$ cat src/sv/bwm_pkg.sv
// ----------------------------------------------------------------------------
// bwm_pkg
// Shared codes, widths and the queue entry type of the byte/word data memory.
// ----------------------------------------------------------------------------
`default_nettype none

package bwm_pkg;

  localparam int MEM_WORDS_DEF = 4096;

  localparam int OP_W    = 3;
  localparam int BASE_W  = 14;
  localparam int OFF_W   = 12;
  localparam int DATA_W  = 32;
  localparam int STAT_W  = 2;
  // Byte address of base + offset, signed: a carry bit and a sign bit above the base range.
  localparam int ADDR_W  = BASE_W + 2;
  localparam int WIDX_W  = ADDR_W - 2;

  localparam logic [OP_W-1:0] OP_LW  = 3'd0;
  localparam logic [OP_W-1:0] OP_LB  = 3'd1;
  localparam logic [OP_W-1:0] OP_LBU = 3'd2;
  localparam logic [OP_W-1:0] OP_SW  = 3'd3;
  localparam logic [OP_W-1:0] OP_SB  = 3'd4;

  typedef enum logic [STAT_W-1:0] {
    ST_OK    = 2'd0,
    ST_ALIGN = 2'd1,
    ST_RANGE = 2'd2
  } status_t;

  // Work the back end has to do for one beat.
  typedef enum logic [2:0] {
    ACC_NONE = 3'd0,
    ACC_LW   = 3'd1,
    ACC_LB   = 3'd2,
    ACC_LBU  = 3'd3,
    ACC_SW   = 3'd4,
    ACC_SB   = 3'd5
  } acc_t;

  typedef struct packed {
    acc_t              acc;
    status_t           status;
    logic [WIDX_W-1:0] widx;
    logic [1:0]        lane;
    logic [DATA_W-1:0] data;
  } entry_t;

  typedef struct packed {
    logic full;
    logic empty;
  } q_stat_t;

endpackage

`default_nettype wire

$ cat src/sv/bwm_fifo.sv
// ----------------------------------------------------------------------------
// bwm_fifo
// Two-entry queue of classified accesses between front and back end.
// ----------------------------------------------------------------------------
`default_nettype none

module bwm_fifo (
  input  wire logic             clk,
  input  wire logic             rst_n,
  input  wire logic             push,
  input  wire bwm_pkg::entry_t  push_entry,
  input  wire logic             pop,
  output bwm_pkg::entry_t       pop_entry,
  output bwm_pkg::q_stat_t      q_stat
);
  import bwm_pkg::*;

  entry_t     slot_r [2];
  logic       wr_ptr_r, wr_ptr_nxt;
  logic       rd_ptr_r, rd_ptr_nxt;
  logic [1:0] count_r, count_nxt;

  always_comb begin
    wr_ptr_nxt = wr_ptr_r ^ push;
    rd_ptr_nxt = rd_ptr_r ^ pop;
    count_nxt  = count_r + {1'b0, push} - {1'b0, pop};
  end

  always_ff @(posedge clk) begin
    if (!rst_n) begin
      wr_ptr_r <= 1'b0;
      rd_ptr_r <= 1'b0;
      count_r  <= 2'd0;
    end else begin
      wr_ptr_r <= wr_ptr_nxt;
      rd_ptr_r <= rd_ptr_nxt;
      count_r  <= count_nxt;
    end
  end

  always_ff @(posedge clk) begin
    if (push) begin
      slot_r[wr_ptr_r] <= push_entry;
    end
  end

  assign pop_entry    = slot_r[rd_ptr_r];
  assign q_stat.full  = count_r[1];
  assign q_stat.empty = (count_r == 2'd0);

endmodule

`default_nettype wire

$ cat config.mk
export PLATFORM = sky130hd
export DESIGN_NAME = bwm_fifo
export DESIGN_NICKNAME = d
export VERILOG_FILES = /design/src/sv/bwm_pkg.sv /design/src/sv/bwm_fifo.sv
export SDC_FILE = /design/constraint.sdc
export NUM_CORES = 1
export LEC_CHECK = 0
export BUFFER_PORTS_ARGS = -buffer_cell sky130_fd_sc_hd__buf_2
export CAP_MARGIN = 20
export CORE_MARGIN = 2
export CORE_UTILIZATION = 50
export DETAILED_ROUTE_END_ITERATION = 7
export PLACE_DENSITY = 0.85
export SLEW_MARGIN = 0
export SYNTH_ARGS = -nofsm -noshare
export SYNTH_HDL_FRONTEND = slang
export SYNTH_SLANG_ARGS = --single-unit
$ cat constraint.sdc
create_clock -name clk -period 5.41 [get_ports clk]
set_input_delay 1.082 -clock clk [delete_from_list [all_inputs] [get_ports clk]]
set_output_delay 1.082 -clock clk [all_outputs]
set_load 0.01 [all_outputs]
==> results.yml <==
floorplan:
  core_um2: 8300
  io_pins: 112
  die_y_um: 96.9
  die_area_um2: 9390
  rows: 33
  die_w_um: 96.9
  start_util_pct: 52.0
clock_network:
  cts_resized: 0
  insertion_delay_ns: 0.35
  clock-sinks: 111
  root_buffer: "clkbuf_8"
  hold_buffers: 0
  numCtsBuffers: 9
  cts_max_level: 3
  post-cts-setup-buffer-count: 0
  clk_pin_slew_worst_paths_ns: 0.09
  clk_path_buf_depth: 2
  cts_tree: "done"
synth:
  syn_nets: 247
  yosysSeqAreaShare_pct: 76.1
  synth_top_family_by_area: "multiplexers"
  synth.avg_cell_area_um2: 23.2
  yosys.area_share.simple_pct: 0.812
  yosys.area_share.xor_xnor_pct: 0.725
  synth_compound_area_share_pct: 0
  synth_cell_type_count: 14
  synthCells: 186
  synth_seq_cells: 111
  synthAdderAreaFrac_pct: 1.16
  syn_area_um2: 4310
  synthMuxAreaShare_pct: 18.2
  yosysWarnings: 0
route:
  routed_wl_um: 6310
  drt-initial-drc-count: 92
  final_antenna_net_count: 0
  detail_route.vias_per_cell: 4.84
  dr.pass1.iters: 4
  wire_per_inst_um: 15.3
  vias: 1996
  drc: 0
final_layout:
  final_common_cell: "buf_2"
  diodes: 0
  drive_gt1_share_pct: 59.3
  syn_to_final_growth_pct: 18.0
  n_fill_cell: 628
  num-nets-final: 364
  final_cell_mix: "111 x buf_2, 106 x edfxtp_1, 50 x mux2_4, 9 x clkbuf_8, 4 x dfxtp_1"
sta:
  timing.final.crit_share_pct: 55.9
  rsz0062_at_grt: "no"
  setup-tns-final_ns: 0
  tightest_slew_ns: 0.977
  final-setup-viol-count: 0
  hold_viol: 0
  slew_headroom_pct: 34.9
  period_minus_slack_ns: 3.03
  maxSlewViolCount: 0
  fin_worst_skew_ns: 0.0141
  fmax_mhz: 330
placement:
  routabilityCongestion: 0.675
  hpwl_um: 4270
  place.port_buffers: 111
min_path:
  hold_class: "flop to flop"
  worstHoldStart: "wr_ptr_r"
  hold_end: "wr_ptr_r"
  holdPathStages: 3
critical_path:
  critPathMaxStageDelay_ns: 0.97
  r2r_setup_slack_ns: 3.69
  crit_type: "flop to output pin"
  cpMaxStageDelayCell: "dfxtp_4"
  r2r-start: "wr_ptr_r"
  crit_arrival_ns: 1.94
  required_ns: 4.33
  cp_cell_sequence: "mux2_2 > buf_2"
  setup.worst_path.start_class: "flop"
  rr_endpoint: "slot_r[1][0]"
  r2r_cells: 2
  cp_num_buf_inv: 1
  crit_path_max_fanout: 53
  cp_top_family: "flip-flops"
  worstSetupEndpointType: "output pin"
power_and_ir_drop:
  swShare_pct: 21.9
  total_power_mw: 1.72
  p_clk_share_pct: 26.9
  netSwitchingPower_mw: 0.377
  p_int_mw: 1.34
  vdd_drop_max_mv: 0.179
  p_leak_nw: 2.03
  p_seq_share_pct: 60.3
  p_per_area_nw_per_um2: 338
  comb_power_share_pct: 12.8
job:
  max-cap-violations: 0
global_route:
  grt_pass1_wl_um: 9560
  overflow: 0
  grt_max_degree: 54
  grt_pass1_vias: 2017
  antenna_found_initial: 0
  grt_usage_pct: 13.3
status:
  status: "finished, final reports clean"
[worst reg2reg max path, cell delays in order, from the launching register on]
cell and delay (ns):
dfxtp_1 0.34, ha_2 0.51, buf_4 0.51
[power groups by stage]
stage | Clock [mW] | Combinational, mW | Sequential, mW
2_1_floorplan | 0 | 0.174 | 1.03
3_3_place_gp | 0 | 0.219 | 1.05
3_5_place_dp | 0 | 0.223 | 1.06
4_1_cts | 0.476 | 0.224 | 1.04
5_1_grt | 0.507 | 0.238 | 1.04
6_report | 0.463 | 0.220 | 1.04
[registers in the layout, summed over array words and instances, names as in the netlist, named ones only]
| name | count |
|---|---|
| slot_r | 106 |
| rd_ptr_r | 1 |
| wr_ptr_r | 1 |
| count_r | 2 |
[synthesized netlist by cell type]
| library cell | number | area, um^2 |
|---|---|---|
| xnor3_1 | 1 | 22.5 |
| buf_12 | 5 | 100 |
| mux2_4 | 50 | 751 |
| dfxtp_1 | 5 | 100 |
| buf_6 | 1 | 11.3 |
| xor2_1 | 1 | 8.76 |
| ha_1 | 4 | 50.1 |
| edfxtp_1 | 106 | 3180 |
| buf_4 | 1 | 7.51 |
| and2_1 | 3 | 18.8 |
| nor2b_1 | 2 | 12.5 |
| inv_1 | 3 | 11.3 |
| nor2_1 | 1 | 3.75 |
| mux2_2 | 3 | 33.8 |
[metal layers]
layer / part of all wire (%) / wire [um] / vias up / track usage (%)
li1: - / - / 956 / -
met1: 40 / 2510 / 956 / 15.2
met2: 53 / 3330 / 72 / 23.3
met3: 5.8 / 367 / 12 / 3.32
met4: 1.7 / 110 / 0 / 6.07
met5: 0 / 0 / - / 0
[cells by family after synthesis]
kind of cell / after synthesis
adders and majority gates: 4
and+or+nand+nor: 6
DFF: 111
xor gates and xnor gates: 2
buffers and inverters: 10
muxes: 53
[cell type report]
| type | count | area [um^2] | area share (%) |
|---|---|---|---|
| sequential | 111 | 3290 | 64.5 |
| multi-input combinational | 65 | 906 | 17.8 |
| timing repair buffer | 113 | 571 | 11.2 |
| tap | 105 | 131 | 2.58 |
| clock buffer | 10 | 128 | 2.51 |
| clock inverter | 5 | 58.8 | 1.15 |
| inverter | 3 | 11.3 | 0.221 |
[stage by stage]
stage	area [um^2]	instances	utilization (%)	hold WS, ns	worst slack, ns
final	5090	412	61.4	0.571	2.38
after global routing	5090	412	61.4	0.611	2.28
after CTS	5090	412	61.4	0.580	2.36
after detailed placement	4910	397	59.1	0.562	2.76
after global placement	4910	397	59.1	0.554	2.76
after floorplan	4310	186	-	0.521	2.61
[worst max-delay path by stage]
| stage | cells past startpoint | slack (ns) | to |
|---|---|---|---|
| floorplan | 1 | 2.61 | slot_r[0][0] |
| global placement | 2 | 2.76 | pop_entry[52] |
| detailed placement | 3 | 2.76 | slot_r[1][40] |
| CTS | 2 | 2.36 | pop_entry[52] |
| global route | 2 | 2.28 | pop_entry[0] |
| finish | 2 | 2.38 | pop_entry[0] |
(Power assumes the default switching activity.)
