### config.mk
export PLATFORM = sky130hd
export DESIGN_NAME = bwm_front
export DESIGN_NICKNAME = d
export VERILOG_FILES = /design/src/sv/bwm_pkg.sv /design/src/sv/bwm_front.sv
export SDC_FILE = /design/constraint.sdc
export NUM_CORES = 1
export LEC_CHECK = 0
export BUFFER_PORTS_ARGS = -buffer_cell sky130_fd_sc_hd__clkbuf_2
export CORE_MARGIN = 1.5
export CORE_UTILIZATION = 37
export DETAILED_ROUTE_END_ITERATION = 8
export PLACE_DENSITY = 0.86
export SYNTH_ARGS = -nofsm -noshare
export SYNTH_HDL_FRONTEND = slang
export SYNTH_SLANG_ARGS = --single-unit
### constraint.sdc
create_clock -name vclk -period 3.2
set_clock_uncertainty 0.15 [all_clocks]
set_input_delay 0.48 -clock vclk [all_inputs]
set_output_delay 0.48 -clock vclk [all_outputs]
set_load 0.005 [all_outputs]
### src/sv/bwm_pkg.sv
// ----------------------------------------------------------------------------
// bwm_pkg
// Shared codes, widths and the queue entry type of the byte/word data memory.
// ----------------------------------------------------------------------------
`default_nettype none

package bwm_pkg;

  localparam int MEM_WORDS_DEF = 4096;

  localparam int OP_W    = 3;
  localparam int BASE_W  = 14;
  localparam int OFF_W   = 12;
  localparam int DATA_W  = 32;
  localparam int STAT_W  = 2;
  // Byte address of base + offset, signed: a carry bit and a sign bit above the base range.
  localparam int ADDR_W  = BASE_W + 2;
  localparam int WIDX_W  = ADDR_W - 2;

  localparam logic [OP_W-1:0] OP_LW  = 3'd0;
  localparam logic [OP_W-1:0] OP_LB  = 3'd1;
  localparam logic [OP_W-1:0] OP_LBU = 3'd2;
  localparam logic [OP_W-1:0] OP_SW  = 3'd3;
  localparam logic [OP_W-1:0] OP_SB  = 3'd4;

  typedef enum logic [STAT_W-1:0] {
    ST_OK    = 2'd0,
    ST_ALIGN = 2'd1,
    ST_RANGE = 2'd2
  } status_t;

  // Work the back end has to do for one beat.
  typedef enum logic [2:0] {
    ACC_NONE = 3'd0,
    ACC_LW   = 3'd1,
    ACC_LB   = 3'd2,
    ACC_LBU  = 3'd3,
    ACC_SW   = 3'd4,
    ACC_SB   = 3'd5
  } acc_t;

  typedef struct packed {
    acc_t              acc;
    status_t           status;
    logic [WIDX_W-1:0] widx;
    logic [1:0]        lane;
    logic [DATA_W-1:0] data;
  } entry_t;

  typedef struct packed {
    logic full;
    logic empty;
  } q_stat_t;

endpackage

`default_nettype wire

### src/sv/bwm_front.sv
// ----------------------------------------------------------------------------
// bwm_front
// Accepts input beats, forms the byte address and classifies each access.
// ----------------------------------------------------------------------------
`default_nettype none

module bwm_front #(
  parameter int MEMORY_WORDS = bwm_pkg::MEM_WORDS_DEF
) (
  input  wire logic                        in_valid,
  output logic                             in_ready,
  input  wire logic [bwm_pkg::OP_W-1:0]    in_op,
  input  wire logic [bwm_pkg::BASE_W-1:0]  in_base_address,
  input  wire logic [bwm_pkg::OFF_W-1:0]   in_offset,
  input  wire logic [bwm_pkg::DATA_W-1:0]  in_store_value,
  input  wire bwm_pkg::q_stat_t            q_stat,
  output logic                             push,
  output bwm_pkg::entry_t                  push_entry
);
  import bwm_pkg::*;

  logic [ADDR_W-1:0] addr;
  logic [WIDX_W-1:0] widx;
  logic              is_word;
  logic              is_byte;
  logic              bad_align;
  logic              bad_range;
  acc_t              acc;

  assign addr = {2'b00, in_base_address}
              + {{(ADDR_W-OFF_W){in_offset[OFF_W-1]}}, in_offset};
  assign widx = addr[ADDR_W-1:2];

  always_comb begin
    is_word = 1'b0;
    is_byte = 1'b0;
    acc     = ACC_NONE;
    unique case (in_op)
      OP_LW:   begin is_word = 1'b1; acc = ACC_LW;  end
      OP_SW:   begin is_word = 1'b1; acc = ACC_SW;  end
      OP_LB:   begin is_byte = 1'b1; acc = ACC_LB;  end
      OP_LBU:  begin is_byte = 1'b1; acc = ACC_LBU; end
      OP_SB:   begin is_byte = 1'b1; acc = ACC_SB;  end
      default: acc = ACC_NONE;
    endcase
  end

  // Alignment is checked before range.
  assign bad_align = (is_word && (addr[1:0] != 2'b00))
                  || (is_byte && ((in_base_address[1:0] != 2'b00) || in_offset[OFF_W-1]));
  assign bad_range = addr[ADDR_W-1]
                  || ({{(32-WIDX_W){1'b0}}, widx} >= 32'(MEMORY_WORDS));

  always_comb begin
    push_entry.acc    = acc;
    push_entry.status = ST_OK;
    push_entry.widx   = widx;
    push_entry.lane   = addr[1:0];
    push_entry.data   = in_store_value;
    if (is_word || is_byte) begin
      if (bad_align) begin
        push_entry.status = ST_ALIGN;
        push_entry.acc    = ACC_NONE;
      end else if (bad_range) begin
        push_entry.status = ST_RANGE;
        push_entry.acc    = ACC_NONE;
      end
    end
  end

  assign in_ready = !q_stat.full;
  assign push     = in_valid && in_ready;

endmodule

`default_nettype wire

==> flow_summary.toml <==
[final_layout]
sequential_cell_total = 0
register_area_um2 = 0
final_net_count = 261
layoutNonFillerInstCount = 210
final_core_utilization = 0.464
syn_to_final_growth_pct = 18.3
antenna_fix_cells = 0
layout.clock_buffers = 0
drive_above_1_share = 0.436
fin_area_um2 = 1290

[sta]
timing.max_slew.rel_slack = 0.628
report.final.hold_viol_count = 0
max_clock_freq_mhz = 321
min_period_over_period = 0.973
rsz0062_at_grt = "true"
report.final.setup_viol = 0
setup_ws_ps = 86.0
worstMarginPinSlew_ps = 553
period_minus_slack_ps = 3110
slew_viol_final = 0

[setup_path]
crit_required_ps = 2570
crit_arrival_ps = 2480
setup.worst_path.end_class = "output pin"
critical_path.startpoint_type = "primary input"
crit_type = "in -> out"
timing.critical_path.fanout_max = 4

[die]
die_w_um = 57.3
floorplan.initialDensity = 0.392
ioPinCount = 119
core.rowCount = 19
core_area_um2 = 2780
die_height_um = 57.3
die-area_um2 = 3280

[power]
power.density_nw_per_um2 = 192
peakVddDrop_mv = 0.0867
power.leakage_nw = 0.644

[logic_synthesis]
synth_warnings = 0
ys_types = 41
post_synth.cell_area_avg_um2 = 7.42
post_synthesis_instance_total = 147
mappedNetlistArea_um2 = 1090
syn_nets = 227
sequential_share_of_the_synthesized_area = 0

[place]
place.detailed.instances = 209
io_buffers = 54
placed_cell_area_um2 = 1230
dp_hpwl_mm = 1.98
place_ws_ps = -13.9
routabilityCongestion = 0.782

[routing]
remaining_drc_errors = 0
drt_first_iter_violations = 28
dr.pass1.iters = 4
final_antenna_net_count = 0
vias = 1079
routed_wire_length_per_instance_um = 10.9
route.final.wire_length_mm = 2.28
detail_route.vias_per_cell = 5.14

[clock_tree]
hold_buffers = 0

[global_route]
grt_pass1_vias = 967
grt_antenna_before_repair = 0
pin_count_of_the_biggest_net_entering_global_routing = 9
grt_overflow_total = 0
grt_first_pass_wirelength_mm = 3.79
grt_usage = 0.133

[hold_path]
holdPathStages = 0
hold_path_class = "in -> out"

[flow_run]
drv.max_cap_violation_count = 0

[outcome]
outcome = "finished clean"
## cell usage in the layout (no fill, tap or decap), types with 3 or more instances in the layout
master                     netlist  layout
sky130_fd_sc_hd__buf_4          32      11
sky130_fd_sc_hd__nor2_1          8       8
sky130_fd_sc_hd__nand2_1         8       8
sky130_fd_sc_hd__ha_1           15      12
sky130_fd_sc_hd__clkbuf_2        1      52
sky130_fd_sc_hd__inv_1           6       6
sky130_fd_sc_hd__nand2b_1        3       3
sky130_fd_sc_hd__nand4_1         3       3
sky130_fd_sc_hd__a21oi_1        13      12
sky130_fd_sc_hd__a21o_1          3       3
sky130_fd_sc_hd__xnor2_1         9       9
sky130_fd_sc_hd__xor2_1          4       4
sky130_fd_sc_hd__o21ai_0         7       5
## cells in the mapped netlist
cell type / instances / area [um^2]
sky130_fd_sc_hd__nand2_1: 8 / 30.0
sky130_fd_sc_hd__a2111oi_4: 1 / 27.5
sky130_fd_sc_hd__a211oi_2: 2 / 25.0
sky130_fd_sc_hd__o21a_1: 2 / 15.0
sky130_fd_sc_hd__o21ai_0: 7 / 35.0
sky130_fd_sc_hd__nand2b_1: 3 / 18.8
sky130_fd_sc_hd__or3_1: 2 / 12.5
sky130_fd_sc_hd__a21o_1: 3 / 22.5
sky130_fd_sc_hd__xnor2_1: 9 / 78.8
sky130_fd_sc_hd__mux2_4: 1 / 15.0
sky130_fd_sc_hd__inv_1: 6 / 22.5
sky130_fd_sc_hd__clkbuf_2: 1 / 5.00
sky130_fd_sc_hd__a31oi_1: 1 / 6.26
sky130_fd_sc_hd__nor2b_1: 2 / 12.5
sky130_fd_sc_hd__o2bb2ai_1: 1 / 8.76
sky130_fd_sc_hd__nand3_1: 2 / 10.0
sky130_fd_sc_hd__o41ai_1: 1 / 8.76
sky130_fd_sc_hd__xor2_1: 4 / 35.0
sky130_fd_sc_hd__or2_1: 1 / 6.26
sky130_fd_sc_hd__o21bai_1: 1 / 7.51
sky130_fd_sc_hd__o211ai_1: 1 / 7.51
sky130_fd_sc_hd__a211oi_1: 2 / 15.0
sky130_fd_sc_hd__nor2_1: 8 / 30.0
sky130_fd_sc_hd__and4b_1: 1 / 10.0
sky130_fd_sc_hd__o31ai_1: 1 / 7.51
sky130_fd_sc_hd__a21boi_0: 1 / 7.51
sky130_fd_sc_hd__a21o_2: 1 / 8.76
sky130_fd_sc_hd__o311ai_0: 1 / 8.76
sky130_fd_sc_hd__nor4b_1: 1 / 8.76
sky130_fd_sc_hd__and2_2: 1 / 7.51
sky130_fd_sc_hd__nand4_1: 3 / 18.8
sky130_fd_sc_hd__o22ai_1: 1 / 6.26
sky130_fd_sc_hd__nor3_1: 2 / 10.0
sky130_fd_sc_hd__ha_1: 15 / 188
sky130_fd_sc_hd__buf_4: 32 / 240
sky130_fd_sc_hd__o2111ai_1: 1 / 8.76
sky130_fd_sc_hd__fa_1: 1 / 20.0
sky130_fd_sc_hd__and2_1: 1 / 6.26
sky130_fd_sc_hd__clkbuf_1: 1 / 3.75
sky130_fd_sc_hd__o311a_1: 1 / 10.0
sky130_fd_sc_hd__a21oi_1: 13 / 65.1
## critical path, cell delays in order
cell and delay [ps]:
sky130_fd_sc_hd__clkbuf_2 80, sky130_fd_sc_hd__ha_1 330, sky130_fd_sc_hd__nor2b_2 180, sky130_fd_sc_hd__o2111ai_1 260, sky130_fd_sc_hd__a21oi_2 110, sky130_fd_sc_hd__a211oi_2 340, sky130_fd_sc_hd__mux2_4 360, sky130_fd_sc_hd__a2111oi_4 180
sky130_fd_sc_hd__buf_2 160
## metrics by stage
step	power, mW	setup TNS (ps)	hold WS (ps)
6_report	0.248	0	810
5_1_grt	0.279	-25.3	810
4_1_cts	0.245	0	810
3_5_place_dp	0.243	-13.9	810
3_3_place_gp	0.238	0	810
2_1_floorplan	0.174	0	834
## final timing paths
kind / start / end / slack (ps)
setup / recovery: in_base_address[2] / push_entry[50] / 90
hold / removal: in_store_value[12] / push_entry[12] / 810
## logic make-up after synthesis
family	Yosys count	synth area share
multiplexers	1	0.0138
AO/OA/AOI/OAI	42	0.276
XOR/XNOR	13	0.104
buffers and inverters	40	0.249
AND/OR/NAND/NOR	35	0.166
adder cells (fa/ha/maj)	16	0.190
## layer usage
metal	vias to the layer above	wire length [um]	track usage
met4	0	17	0.0133
met1	480	968	0.162
met5	-	0	0
li1	561	-	-
met3	6	152	0.0113
met2	32	1140	0.258
## power by group
| group | switching, mW | internal, mW |
|---|---|---|
| clock network | 0 | 0 |
| registers | 0 | 0 |
| logic | 0.120 | 0.129 |
## area by class of cell
class / instances / area, um^2
fill: 301 / 1490
timing repair buffer: 66 / 370
tap: 31 / 38.8
multi-input combinational: 107 / 860
inverter: 6 / 22.5
## repair_timing
item                                    in CTS  in global routing
pin swaps                                    0                  3
endpoints found under the setup margin       1                  5
buffers inserted                             0                  1
gates resized for setup                      1                 13
No activity file was read; power rests on OpenSTA's default activity.
